--- config.mk ---
export PLATFORM = sky130hd
export DESIGN_NAME = ecwh_mul
export DESIGN_NICKNAME = d
export VERILOG_FILES = /design/src/sv/event_cut_weighted_histogram_macros.svh /design/src/sv/ecwh_pkg.sv /design/src/sv/ecwh_mul.sv
export SDC_FILE = /design/constraint.sdc
export NUM_CORES = 2
export LEC_CHECK = 0
export BUFFER_PORTS_ARGS = -buffer_cell sky130_fd_sc_hd__buf_2
export CORE_MARGIN = 2
export CORE_UTILIZATION = 40
export CTS_BUF_LIST = sky130_fd_sc_hd__clkbuf_8
export CTS_CLUSTER_DIAMETER = 120
export DETAILED_ROUTE_END_ITERATION = 12
export GPL_ROUTABILITY_DRIVEN = 1
export GPL_TIMING_DRIVEN = 1
export REMOVE_ABC_BUFFERS = 1
export SETUP_SLACK_MARGIN = 0.3
export SLEW_MARGIN = 20
export SYNTH_ARGS = -nofsm -noshare
export SYNTH_HDL_FRONTEND = slang
export SYNTH_SLANG_ARGS = --single-unit
--- constraint.sdc ---
create_clock -name clk_i -period 10.9 [get_ports clk_i]
set_input_delay 1.635 -clock clk_i [delete_from_list [all_inputs] [get_ports clk_i]]
set_output_delay 1.635 -clock clk_i [all_outputs]
set_load 0.02 [all_outputs]
--- src/sv/event_cut_weighted_histogram_macros.svh ---
`ifndef EVENT_CUT_WEIGHTED_HISTOGRAM_MACROS_SVH
`define EVENT_CUT_WEIGHTED_HISTOGRAM_MACROS_SVH
// implication checked on every clock edge outside reset
`define ECWH_ASSERT_IMP(label, ante, cons) \
  label: assert property (@(posedge clk_i) disable iff (!rst_ni) (ante) |-> (cons)) \
    else $error("ecwh check failed");
// implication checked in the cycle after the antecedent
`define ECWH_ASSERT_NEXT(label, ante, cons) \
  label: assert property (@(posedge clk_i) disable iff (!rst_ni) (ante) |=> (cons)) \
    else $error("ecwh check failed");
`endif

--- src/sv/ecwh_pkg.sv ---
package ecwh_pkg;
  localparam int NumBins = 64;
  localparam int BinW = $clog2(NumBins);
  localparam int SumW = 48;
  localparam int ScaleW = 56;
  localparam int RateW = 64;
  localparam logic [SumW-1:0] SumMax = '1;
  localparam logic [31:0] OneWeight = 32'h0001_0000;

  localparam logic [2:0] RegUnbinned = 3'd0;
  localparam logic [2:0] RegCuts = 3'd1;
  localparam logic [2:0] RegMinE = 3'd2;
  localparam logic [2:0] RegMaxE = 3'd3;
  localparam logic [2:0] RegMinCos = 3'd4;
  localparam logic [2:0] RegMaxTime = 3'd5;
  localparam logic [2:0] RegBinWidth = 3'd6;
  localparam logic [2:0] RegScale = 3'd7;

  localparam logic [1:0] KindEvent = 2'd0;
  localparam logic [1:0] KindBin = 2'd1;
  localparam logic [1:0] KindEmpty = 2'd2;

  typedef struct packed {
    logic start;
    logic [SumW-1:0] a;
  } mul_req_t;
endpackage

--- src/sv/ecwh_mul.sv ---
module ecwh_mul import ecwh_pkg::*; (
  input  logic              clk_i,
  input  logic              rst_ni,
  input  mul_req_t          req_i,
  input  logic [ScaleW-1:0] scale_i,
  output logic              done_o,
  output logic [RateW-1:0]  rate_o
);
  // 48x56 product by 16-bit digits of a, one per cycle
  logic [SumW-1:0] a_q, a_d;
  logic [103:0] acc_q, acc_d;
  logic [1:0] cnt_q, cnt_d;
  logic busy_q, busy_d, done_q, done_d;
  logic [71:0] pp;

  assign pp = a_q[15:0] * scale_i;

  always_comb begin
    a_d = a_q;
    acc_d = acc_q;
    cnt_d = cnt_q;
    busy_d = busy_q;
    done_d = 1'b0;
    if (req_i.start) begin
      a_d = req_i.a;
      acc_d = '0;
      cnt_d = '0;
      busy_d = 1'b1;
    end else if (busy_q) begin
      acc_d = {16'd0, acc_q[103:16]} + {pp, 32'd0};
      a_d = {16'd0, a_q[SumW-1:16]};
      cnt_d = cnt_q + 2'd1;
      if (cnt_q == 2'd2) begin
        busy_d = 1'b0;
        done_d = 1'b1;
      end
    end
  end

  always_ff @(posedge clk_i or negedge rst_ni) begin
    if (!rst_ni) begin
      busy_q <= 1'b0;
      done_q <= 1'b0;
      cnt_q <= '0;
    end else begin
      busy_q <= busy_d;
      done_q <= done_d;
      cnt_q <= cnt_d;
    end
  end

  always_ff @(posedge clk_i) begin
    a_q <= a_d;
    acc_q <= acc_d;
  end

  assign done_o = done_q;
  assign rate_o = (acc_q[103:88] != '0) ? '1 : acc_q[87:24];
endmodule

### Word-level counts from Yosys, hierarchy flattened

Index checks and enable logic that the tools add are counted.

| storage, ports and cells | value |
|---|---|
| input bits | 107 |
| register bits after elaboration | 156 |
| output and inout bits | 65 |
| word-level logic and storage cells | 22 |

| cells by class | value |
|---|---|
| muxes and demuxes | 11 |
| multiply operators | 1 |
| add/sub/neg operators | 2 |
| reductions and logical operators | 2 |
| equal/unequal tests | 1 |

Operators with widths:

| operator | count |
|---|---|
| $add 88x104->104 | 1 |
| $mux 48 | 2 |
| $mul 16x56->72 | 1 |
| $mux 64 | 1 |
| $reduce_bool 16->1 | 1 |
| $mux 1 | 6 |
| $mux 2 | 2 |
| $add 2x1->2 const B | 1 |
| $eq 2x2->1 const B | 1 |
| $reduce_bool 2->1 | 1 |

### Longest topological paths before layout

| logic depth | value |
|---|---|
| depth after elaboration | 4 |
| gate-level depth with buffers | 42 |
| depth with buffers taken out | 38 |

### Worst setup path before layout

OpenSTA, ideal clock, no wires.

| path | value |
|---|---|
| path kind | input-to-reg |
| start point | in scale_i[14] |
| end point | reg acc_q[101] |
| arrival time | 9.830 ns |
| cell stages on the path | 35 |
| slack | 0.985 ns |
| library setup time | 0.086 ns |
| cells stage by stage | clkbuf_1 -> nand2_1 -> fa_1 -> inv_1 -> fa_1 -> inv_1 -> fa_1 -> inv_1 -> fa_1 -> fa_1 -> inv_1 -> fa_1 -> inv_1 -> ha_1 -> nand2_2 -> or3_1 -> or2_0 -> o32a_1 -> nor2b_1 -> a21oi_1 -> a21oi_1 -> xnor2_1 -> ha_1 -> a21o_1 -> a21o_1 -> a21o_1 -> a211o_1 -> a221oi_1 -> o31ai_4 -> a21oi_2 -> o31a_1 -> and4bb_2 -> nand4_1 -> xnor2_1 -> a211oi_1 |

| on the way | value |
|---|---|
| word-level cells in the longest chain between the ends | 2 |

RTL lines:

| item | line | text |
|---|---|---|
| start, declared | ecwh_mul.sv:5 | `input logic [ScaleW-1:0] scale_i,` |
| $mul 16x56->72 | ecwh_mul.sv:16 | `assign pp = a_q[15:0] * scale_i;` |
| $add 88x104->104 | ecwh_mul.sv:30 | `acc_d = {16'd0, acc_q[103:16]} + {pp, 32'd0};` |
| end signal, assigned | ecwh_mul.sv:54 | `acc_q <= acc_d;` |
| end, declared | ecwh_mul.sv:11 | `logic [103:0] acc_q, acc_d;` |

Every way passes these cells.
A chain may end at the register's enable or synchronous reset.

### Worst setup path in the final report

| path | value |
|---|---|
| start point | in scale_i[23] |
| end point | reg acc_q[101] |

The elaborated chain is that of the path after synthesis.

==> impl.org <==
** Logic synthesis
- Averaged over all synthesized cells, the footprint is 8.60 um^2.
- The synthesized design contains 132 register bits.
- Dominant combinational cell family by area after synthesis :: adder cells
- Summed over all instances, the cell type with the most area after synthesis is fa_1.
- The synthesized netlist devotes 9.09% of its cell area to compound gates.
- Summing the areas of all xor and xnor instances in the mapped netlist gives 3.15% of the synthesized area.
- Counting every instance in the synthesized netlist gives 4,240.
- Synthesis instantiated 82 different standard cells from the library.
- Cell Area, Synth :: 36,500 um^2
- After synthesis, the share of cell area in mux cells is 1.92%.
- Leading register cell type out of synthesis :: dfxtp_1
- Ranked by total cell area, the synthesized netlist is headed by fa_1 (41%), nand2_1 (7.9%), inv_1 (7.8%).
- The synthesized netlist devotes 18.6% of its cell area to simple gates.
- Number of enable-type register cells in the synthesized netlist :: 48
- Synth async-reset ratio :: 3.03%
- Number of warning messages in the yosys log :: 0
- Yosys top cell area share :: 41.5%
- Adder-cell area share of the yosys netlist :: 48.5%
- The share of the Yosys chip area taken by registers is 8.62%.

** Cells and area
- Post-layout util :: 43.3%
- Sequential Area :: 3140 um^2
- Count of fill cells added during filler insertion :: 9,052
- In the layout the commonest cells are nand2_1 (772), inv_1 (758), fa_1 (755).
- Multi-input combinational cell area :: 29,600 um^2
- Final layout net count :: 5,341
- Cells with a size suffix above 1 make up 9.61% of the layout.
- Leaving out fill and tap cells, the most frequent cell in the layout is nand2_1.
- Area growth from synthesis to layout :: 6.94%

** Global routing
- Wire length of the first global-routing pass :: 169,000 um
- Pin count of the biggest net entering global routing :: 68
- The initial antenna violation count was 4.
- GR Overflow Total :: 0
- Overall routing resource usage :: 22.7%
- Vias in the first global route :: 30,168

** Critical path
- Library cell contributing the largest single delay on the critical path :: or4_1
- Type of the worst setup path :: input pin to flip-flop
- In this run the worst path has a maximum fanout of 16.
- Critical path startpoint category :: input pin
- Required time at the worst-slack endpoint :: 11.28 ns
- The worst setup path is captured at a flip-flop.
- Max incr delay on CP :: 0.60 ns
- STA puts the critical path data arrival time at 10.54 ns.
- In this design, the critical path's most frequently occurring cell is fa_1.

** Placed design
- HPWL after detailed placement :: 84,600 um
- Routability-driven placement finished with a final weighted congestion of 0.923.
- Before CTS, the worst setup slack after placement is 0.162 ns.
- Port Buf Inserts :: 171

** Clock tree
- Root buf cell :: clkbuf_8
- TritonCTS built the clock tree.
- The clock reaches the later pin of the worst-skew pair after 0.48 ns.
- Number of buffers inserted during clock tree synthesis :: 17
- Post-CTS Hold Fix Bufs :: 0
- Post-CTS repair changed the size of 0 cells.
- H-Tree Level Count :: 4
- Deepest clock path buffer count :: 2
- Buffers added to address setup during post-CTS repair amount to 0.
- Clock edge transition at the registers on the reported setup and hold paths :: 0.09 ns
- The clock drives 132 sinks.

** Status
- The flow ran to the end, and the final reports show no timing, DRC or antenna violations.

** Routing
- After the first detailed-routing iteration, the DRC count stood at 1,719.
- The first TritonRoute pass finished after 6 iterations.
- Via count of the routed design :: 28,649
- After detailed routing, the average wire length per cell comes to 18.9 um.
- Residual DRC :: 0
- Wires add up to 104,000 um.
- Via-per-instance ratio :: 5.24
- The detail route stage leaves a number of antenna-violating nets equal to 0.

** STA
- Setup repair after global routing missed its margin :: yes
- Total count of hold-check failures in the final report :: 0
- Worst relative slew slack :: 23.0%
- Number of pins exceeding their max-slew limit in the final report :: 0
- The worst path meets setup with 0.735 ns of slack.
- Setup TNS :: 0 ns
- Derived from the worst setup path, the maximum achievable clock frequency is 0.0984 GHz.
- For the final database, setup skew stands at 0.0223 ns.
- Transition at the pin with the smallest max-transition slack :: 1.15 ns
- Minimum hold slack :: 0.490 ns
- Final count of negative-setup-slack endpoints :: 0
- The smallest clock period supported by the final layout is computed as 10.17 ns.
- Share of the cycle needed by the critical path after routing :: 93.3%

** Floorplan
- Ports :: 172
- The floorplan step defined a die boundary enclosing 93,600 um^2.
- Std-Cell Rows :: 110
- The core region is 90,100 um^2.
- The floorplan step set the die height to 306 um.
- Die span in x :: 306 um
- The initial utilization of the core area, before any placement, comes to 40.4%.

** Hold path
- Worst hold path type :: flip-flop to flip-flop

** Run
- Max cap viols :: 0
[cell type report]
| class | instances | share of cell area, % |
|---|---|---|
| antenna | 3 | 0.0193 |
| clock buffer | 17 | 0.600 |
| clock inverter | 15 | 0.546 |
| inverter | 759 | 7.31 |
| multi-input combinational | 3120 | 76.0 |
| sequential | 132 | 8.06 |
| tap | 1176 | 3.77 |
| timing repair buffer | 245 | 3.70 |
[cell usage after synthesis, types with 5 or more instances]
library cell	n
a211o_1	5
a211oi_1	31
a21boi_0	5
a21o_1	62
a21oi_1	166
a31oi_1	18
and2_1	292
and3_1	10
buf_1	5
buf_2	6
clkbuf_1	217
dfxtp_1	80
edfxtp_1	48
fa_1	755
ha_1	204
inv_1	759
mux2_2	32
mux2i_1	34
nand2_1	772
nand2b_1	13
nand3_1	23
nand4_1	40
nor2_1	150
nor2b_1	20
nor3_1	23
nor4_1	9
o211ai_1	16
o21a_1	16
o21ai_0	113
o21bai_1	20
o31ai_1	9
or2_2	66
or3_1	11
xnor2_1	83
xor2_1	48
[metal layers]
metal  share of wire, %  up-vias  global-route usage [%]
met5                  0        -                       0
met4                1.9        0                    4.54
met3                5.0      101                    1.92
met2                 49      760                    39.3
met1                 44    14712                    31.2
li1                   -    13076                       -
[final timing paths]
check / slack (ns) / to / cells after the start / startpoint
min in group asynchronous: 0.96 / done_o$_DFF_PN0_ / 1 / rst_ni
max in group asynchronous: 9.78 / busy_q$_DFF_PN0_ / 1 / rst_ni
worst min register to register: 0.49 / acc_q[41]$_SDFFE_PP0P_ / 2 / acc_q[41]$_SDFFE_PP0P_
worst max-delay path: 0.73 / acc_q[101]$_SDFFE_PP0P_ / 31 / scale_i[23]
worst max register to register: 0.96 / acc_q[101]$_SDFFE_PP0P_ / 32 / a_q[2]$_DFFE_PP_
worst min-delay path: 0.49 / acc_q[41]$_SDFFE_PP0P_ / 2 / acc_q[41]$_SDFFE_PP0P_
[stage by stage]
step                      cell area, um^2  instances
after floorplan                     35600       4011
after global placement              38500       5431
after detailed placement            38500       5432
after CTS                           38900       5464
after global routing                39000       5465
final                               39000       5467
[kinds of logic after synthesis]
family / Yosys count
simple gates: 1447
buf+inv: 988
fa+ha+maj: 959
compound gates: 517
flops: 132
xor+xnor: 131
mux: 66
[worst max-delay path, delay by kind of cell]
family | cells | cell delay [ns]
compound gates | 6 | 1.51
xor+xnor | 2 | 0.36
fa+ha+maj | 8 | 3.91
buf+inv | 6 | 0.57
simple gates | 9 | 2.53
[state kept, by name, summed over array words and instances, names as in the netlist]
name,count
busy_q,1
acc_q,80
done_o,1
a_q,48
cnt_q,2
Power is not shown: default switching activity piles up to over one toggle a cycle in this logic, so the estimate is an artifact.
