`config.mk`:
```
export PLATFORM = sky130hd
export DESIGN_NAME = ecwh_div
export DESIGN_NICKNAME = d
export VERILOG_FILES = /design/src/sv/event_cut_weighted_histogram_macros.svh /design/src/sv/ecwh_pkg.sv /design/src/sv/ecwh_div.sv
export SDC_FILE = /design/constraint.sdc
export NUM_CORES = 1
export LEC_CHECK = 0
export BUFFER_PORTS_ARGS = -buffer_cell sky130_fd_sc_hd__buf_4
export CORE_MARGIN = 2
export CORE_UTILIZATION = 45
export CTS_CLUSTER_DIAMETER = 120
export DETAILED_ROUTE_END_ITERATION = 8
export GPL_TIMING_DRIVEN = 1
export HOLD_SLACK_MARGIN = 0.02
export PLACE_DENSITY = 0.72
export SYNTH_ARGS = -nofsm -noshare
export SYNTH_HDL_FRONTEND = slang
export SYNTH_SLANG_ARGS = --single-unit
```
`constraint.sdc`:
```
create_clock -name clk_i -period 2.2 [get_ports clk_i]
set_clock_uncertainty 0.1 [all_clocks]
set_input_delay 0.55 -clock clk_i [delete_from_list [all_inputs] [get_ports clk_i]]
set_output_delay 0.55 -clock clk_i [all_outputs]
set_load 0.005 [all_outputs]
```
`src/sv/event_cut_weighted_histogram_macros.svh`:
```
`ifndef EVENT_CUT_WEIGHTED_HISTOGRAM_MACROS_SVH
`define EVENT_CUT_WEIGHTED_HISTOGRAM_MACROS_SVH
// implication checked on every clock edge outside reset
`define ECWH_ASSERT_IMP(label, ante, cons) \
  label: assert property (@(posedge clk_i) disable iff (!rst_ni) (ante) |-> (cons)) \
    else $error("ecwh check failed");
// implication checked in the cycle after the antecedent
`define ECWH_ASSERT_NEXT(label, ante, cons) \
  label: assert property (@(posedge clk_i) disable iff (!rst_ni) (ante) |=> (cons)) \
    else $error("ecwh check failed");
`endif

```
`src/sv/ecwh_pkg.sv`:
```
package ecwh_pkg;
  localparam int NumBins = 64;
  localparam int BinW = $clog2(NumBins);
  localparam int SumW = 48;
  localparam int ScaleW = 56;
  localparam int RateW = 64;
  localparam logic [SumW-1:0] SumMax = '1;
  localparam logic [31:0] OneWeight = 32'h0001_0000;

  localparam logic [2:0] RegUnbinned = 3'd0;
  localparam logic [2:0] RegCuts = 3'd1;
  localparam logic [2:0] RegMinE = 3'd2;
  localparam logic [2:0] RegMaxE = 3'd3;
  localparam logic [2:0] RegMinCos = 3'd4;
  localparam logic [2:0] RegMaxTime = 3'd5;
  localparam logic [2:0] RegBinWidth = 3'd6;
  localparam logic [2:0] RegScale = 3'd7;

  localparam logic [1:0] KindEvent = 2'd0;
  localparam logic [1:0] KindBin = 2'd1;
  localparam logic [1:0] KindEmpty = 2'd2;

  typedef struct packed {
    logic start;
    logic [SumW-1:0] a;
  } mul_req_t;
endpackage

```
`src/sv/ecwh_div.sv`:
```
module ecwh_div import ecwh_pkg::*; (
  input  logic        clk_i,
  input  logic        rst_ni,
  input  logic        start_i,
  input  logic [23:0] num_i,
  input  logic [15:0] den_i,
  output logic        done_o,
  output logic [23:0] quo_o
);
  logic [23:0] quo_q, quo_d;
  logic [15:0] rem_q, rem_d;
  logic [15:0] den_q, den_d;
  logic [4:0] cnt_q, cnt_d;
  logic busy_q, busy_d, done_q, done_d;
  logic [16:0] trial;

  always_comb begin
    quo_d = quo_q;
    rem_d = rem_q;
    den_d = den_q;
    cnt_d = cnt_q;
    busy_d = busy_q;
    done_d = 1'b0;
    trial = {rem_q[15:0], quo_q[23]};
    if (start_i) begin
      quo_d = num_i;
      rem_d = '0;
      den_d = (den_i == '0) ? 16'd1 : den_i;
      cnt_d = 5'd0;
      busy_d = 1'b1;
    end else if (busy_q) begin
      quo_d = {quo_q[22:0], 1'b0};
      if (trial >= {1'b0, den_q}) begin
        rem_d = 16'(trial - {1'b0, den_q});
        quo_d[0] = 1'b1;
      end else begin
        rem_d = trial[15:0];
      end
      cnt_d = cnt_q + 5'd1;
      if (cnt_q == 5'd23) begin
        busy_d = 1'b0;
        done_d = 1'b1;
      end
    end
  end

  always_ff @(posedge clk_i or negedge rst_ni) begin
    if (!rst_ni) begin
      busy_q <= 1'b0;
      done_q <= 1'b0;
      cnt_q <= '0;
    end else begin
      busy_q <= busy_d;
      done_q <= done_d;
      cnt_q <= cnt_d;
    end
  end

  always_ff @(posedge clk_i) begin
    quo_q <= quo_d;
    rem_q <= rem_d;
    den_q <= den_d;
  end

  assign done_o = done_q;
  assign quo_o = quo_q;
endmodule

```
# After elaboration in Yosys (flattened, before gate mapping)
# Cells that the tools add are included.
op_classes:
  add_sub_neg: 2
  order_cmp: 1
  eq_ne: 1
  n_mux: 12
  reduce_logical: 2
op_table:
  columns: ["op", "count"]
  rows:
  - ["two-way mux 24 bit", 2]
  - ["greater-or-equal comparator 17 x 16 -> 1 bit", 1]
  - ["zero test 16 bit", 1]
  - ["two-way mux 16 bit", 1]
  - ["subtractor 16 bit", 1]
  - ["two-way mux 5 bit", 2]
  - ["two-way mux 1 bit", 7]
  - ["adder 5 x 1 -> 5 bit, second input constant", 1]
  - ["equality test 5 bit, second input constant", 1]
  - ["nonzero test 2 bit", 1]
word_totals:
  regBits: 63
  input_bits: 43
  out_inout_bits: 25
  elab_cells: 24

# Depth between registers and ports, before layout
depth:
  depth_word: 4
  mapped_depth: 10
  mapped_depth_nobuf: 9

# Worst setup path after synthesis
# OpenSTA, ideal clock, no wires.
synth_timing:
  kind: "register to register"
  start: "register den_q[11]"
  end: "register rem_q[0]"
  setup_ns: 0.086
  t_arrival_ns: 2.140
  setup_slack_ns: -0.126
  stages_incl_launch_ff: 10
  path_buffers: 1
  path_cell_list: "edfxtp_1 -> inv_1 -> ha_1 -> buf_6 -> a21o_1 -> a31o_1 -> a221oi_2 -> a31o_4 -> mux2_2 -> a211oi_1"
synth_via:
  elab_chain_cells: 2
synth_lines:
  columns: ["element", "line_no", "text"]
  rows:
  - ["start, declared", "ecwh_div.sv:12", "logic [15:0] den_q, den_d;"]
  - ["start signal, assigned", "ecwh_div.sv:62", "den_q <= den_d;"]
  - ["greater-or-equal comparator 17 x 16 -> 1 bit", "ecwh_div.sv:33", "if (trial >= {1'b0, den_q}) begin"]
  - ["two-way mux 16 bit", "ecwh_div.sv:33", null]
  - ["end signal, assigned", "ecwh_div.sv:61", "rem_q <= rem_d;"]
  - ["end, declared", "ecwh_div.sv:11", "logic [15:0] rem_q, rem_d;"]
# No other way between the ends.
# A chain may end at the register's enable or synchronous reset.

# Final worst setup path
layout_timing:
  start: "register den_q[0]"
  end: "register rem_q[8]"
layout_via:
  elab_chain_cells: 2
layout_lines:
  columns: ["element", "line_no"]
  rows:
  - ["subtractor 16 bit or greater-or-equal comparator 17 x 16 -> 1 bit (tied branches)", "ecwh_div.sv:34, ecwh_div.sv:33"]
  - ["two-way mux 16 bit *", "ecwh_div.sv:33"]
# Mark *: on every way between the ends. The rest lies on a longest branch, timed or not.

==> results.rst <==
.. list-table::
   :header-rows: 1

   * - Metric
     - Value
   * - Insertion delay to the later sink of the worst-skew pair
     - 0.34 ns
   * - Routed wire length per instance
     - 17.25 um
   * - Number of H-tree levels
     - 3
   * - Maximum fanout encountered on the critical timing path
     - 2
   * - Mean cell area of the mapped netlist
     - 10.57 um2
   * - Number of buffers inserted during clock tree synthesis
     - 9
   * - Post-synth cell types
     - 52
   * - Post-DP HPWL
     - 6.362 mm
   * - Yosys reg bits
     - 63
   * - Dominant cell by count in the synthesized netlist
     - edfxtp_1
   * - Share of flip-flops with an asynchronous set or reset
     - 0.1111
   * - Top FF cell, synth
     - edfxtp_1
   * - Capture endpoint of the worst hold path
     - den_q[6]$_SDFFCE_PN0P_
   * - Number of violations of the max-capacitance limit
     - 0
   * - Clk slew on worst S/H paths
     - 0.07 ns
   * - Worst reg2reg setup slack
     - -0.26 ns
   * - Hold path depth
     - 1
   * - Endpoints failing setup
     - 17
   * - Maximum ir drop on the vdd rail
     - 0.0004850 V
   * - Transition time of the tightest slew-check pin
     - 0.3956 ns
   * - Leakage power of the design
     - 2.164 nW
   * - Final net count
     - 518
   * - Failing checks
     - setup timing
   * - Row cnt
     - 32
   * - Nets in the synthesized netlist
     - 389
   * - Number of top-level design ports
     - 68
   * - Cell taking the most area after synthesis
     - edfxtp_1
   * - RR Startpoint
     - den_q[0]$_SDFFCE_PN1P_
   * - Share of post-route cells with drive strength above 1
     - 0.5065
   * - Top Family by Delay on Critical Path
     - compound AO/OA/AOI/OAI gates
   * - Initial antenna violation count
     - 0
   * - Critical path buffer and inverter count
     - 0
   * - Vias after detailed routing
     - 3173
   * - Length in cells of the worst reg-to-reg path
     - 8
   * - Area of the placeable core
     - 7607 um2
   * - Minimum period implied by the final worst setup slack
     - 2.460 ns
   * - Placer congestion estimate
     - 0.9251
   * - Width of the chip
     - 91.79 um
   * - Setup total negative slack
     - -1.615 ns
   * - Critical R2R Capture
     - rem_q[8]$_SDFFE_PP0P_
   * - All-layer global routing usage
     - 0.2277
   * - Count of yosys warnings during synthesis
     - 0
   * - Arr. time, crit path
     - 2.59 ns
   * - Hold WC Path Type
     - input pin to register
   * - Startpoint of the tightest hold check path
     - den_i[6]
   * - CTS sink count
     - 63
   * - Kind of critical path
     - register to register
   * - Total standard cell area after synthesis
     - 3468 um2
   * - Count of final hold-check violations
     - 0
   * - Area enclosed by the die boundary
     - 8425 um2
   * - Wire length of the first global-routing pass
     - 14.81 mm
   * - Leftover overflow at the end of global routing
     - 0
   * - Status
     - finished with violations
   * - Sequential-to-total area share from yosys stat
     - 0.4892
   * - Most used standard cells in the synthesized netlist
     - edfxtp_1, nand2_1, mux2_2
   * - Worst rel slew slack
     - 0.7363
   * - Least setup slack across all paths after layout
     - -0.2600 ns
   * - Signed area change from the synthesized netlist to the final layout
     - 47.80%
   * - Master cell of the clock root buffer
     - clkbuf_8
   * - Count of port buffers added during placement
     - 67
   * - Final slew viol count
     - 0
   * - Required @ worst endpoint
     - 2.33 ns
   * - Antenna Nets Post-Route
     - 0
   * - Starting density of the core
     - 0.4559
   * - Maximum count of clock buffers along a single path
     - 2
   * - RSZ-0062 raised after global routing
     - true
   * - Worst stage delay on the critical path
     - 0.44 ns
   * - Power per Cell Area
     - 593.8 nW/um2
   * - Iter 0 DRT Violations
     - 297
   * - Filler cells
     - 534
   * - Post-route DRC
     - 0
   * - Highest clock frequency the design can meet
     - 406.5 MHz
   * - Die height
     - 91.79 um
   * - Mapped Cells
     - 328
   * - Final clock period utilization by the worst path
     - 1.118
   * - Number of enable flip-flop cells after synthesis
     - 40
   * - Via count of the first global-routing pass
     - 3045
   * - Overall routed net length
     - 9.729 mm
   * - Number of antenna diodes
     - 0
   * - Startpoint Class
     - register
   * - First-pass detailed-route iteration total
     - 5
   * - Critical Path End Type
     - register
   * - Leading post-synthesis cells by cell area
     - edfxtp_1, dfxtp_1, mux2_2
   * - Vias per Instance
     - 5.626
   * - Post-route worst hold slack
     - 0.2933 ns
   * - Worst path cell trace
     - ha_4 > fa_2 > nand2b_4 > a211o_1 > a31oi_2 > xor2_1 > nand2_1 > a311oi_2
   * - Proportion of netlist area held by the largest area contributor
     - 0.3463
   * - CP max stage cell
     - edfxtp_1
   * - Largest net degree at the start of global routing
     - 27
   * - TritonCTS clock tree
     - built
[state kept, by name, indices dropped and copies added (netlist names)]
name,flops
quo_o,24
cnt_q,5
den_q,16
busy_q,1
done_o,1
rem_q,16
[where the power goes]
part / switching [mW] / internal (mW) / total, mW
registers: 0.0447 / 1.35 / 1.39
clock network: 0.468 / 0.636 / 1.10
logic: 0.242 / 0.308 / 0.550
[through the flow]
stage	instances	total power, mW	util	cell area, um2	setup slack, ns
finish	564	3.044	0.6738	5126	-0.2600
global route	564	3.149	0.6738	5126	-0.2828
CTS	560	3.023	0.6590	5014	-0.2384
detailed placement	527	1.870	0.5831	4436	-0.3586
global placement	527	1.852	0.5831	4436	-0.3375
floorplan	328	1.620	-	3483	-0.04509
[worst register-to-register path, cell delays in order (launching register included)]
cell and delay, ns:
edfxtp_1 0.44, ha_4 0.20, fa_2 0.34, nand2b_4 0.16, a211o_1 0.28, a31oi_2 0.22, xor2_1 0.20, nand2_1 0.09
a311oi_2 0.32
[worst max path at each step]
stage | endpoint | start | cells after the start
after floorplan | rem_q[0]$_SDFFE_PP0P_ | den_q[11]$_SDFFCE_PN0P_ | 9
final | rem_q[8]$_SDFFE_PP0P_ | den_q[0]$_SDFFCE_PN1P_ | 8
after CTS | rem_q[8]$_SDFFE_PP0P_ | den_q[0]$_SDFFCE_PN1P_ | 8
after global placement | rem_q[8]$_SDFFE_PP0P_ | quo_o[23]$_DFFE_PP_ | 9
after detailed placement | rem_q[8]$_SDFFE_PP0P_ | quo_o[23]$_DFFE_PP_ | 9
after global routing | rem_q[8]$_SDFFE_PP0P_ | den_q[0]$_SDFFCE_PN1P_ | 8
[what timing repair did]
action / 4_1_cts / 5_1_grt
endpoints found under the setup margin: 17 / 17
hold buffers: 1 / 0
buffers inserted: 16 / 4
resized for setup: 43 / 23
endpoints found under the hold margin: 7 / 0
pin swaps: 22 / 17
[area by class of cell]
class | count | area [um2] | area share
clock inverter | 6 | 83.83 | 0.01635
tap | 102 | 127.6 | 0.02490
sequential | 63 | 1699 | 0.3315
multi-input combinational | 216 | 1887 | 0.3681
inverter | 22 | 82.58 | 0.01611
timing repair buffer | 145 | 1119 | 0.2182
clock buffer | 10 | 127.6 | 0.02490
[placed cells by master, fill, tap and decap left out, types with 11 or more instances in the layout]
master / count
buf_4: 139
edfxtp_1: 40
nand2_1: 25
mux2_2: 23
nor2_1: 20
inv_1: 15
dfxtp_1: 14
a21oi_1: 12
ha_4: 11
[per-layer routing]
| metal | vias up | global-route usage | wire length, um | part of all wire |
|---|---|---|---|---|
| li1 | 1460 | - | - | - |
| met1 | 1501 | 0.2865 | 3881 | 0.40 |
| met2 | 170 | 0.3824 | 4728 | 0.49 |
| met3 | 42 | 0.04191 | 765 | 0.079 |
| met4 | 0 | 0.1020 | 354 | 0.036 |
| met5 | - | 0 | 0 | 0 |
[cell families after synthesis]
group / count (synthesis) / share of synthesized area
muxes: 26 / 0.08369
adders and majority gates: 18 / 0.06710
AOI/OAI and AO/OA: 76 / 0.1540
and+or+nand+nor: 83 / 0.1151
buffers and inverters: 49 / 0.05808
DFF: 63 / 0.4892
xor gates and xnor gates: 13 / 0.03283
No activity file was read; power rests on OpenSTA's default activity.
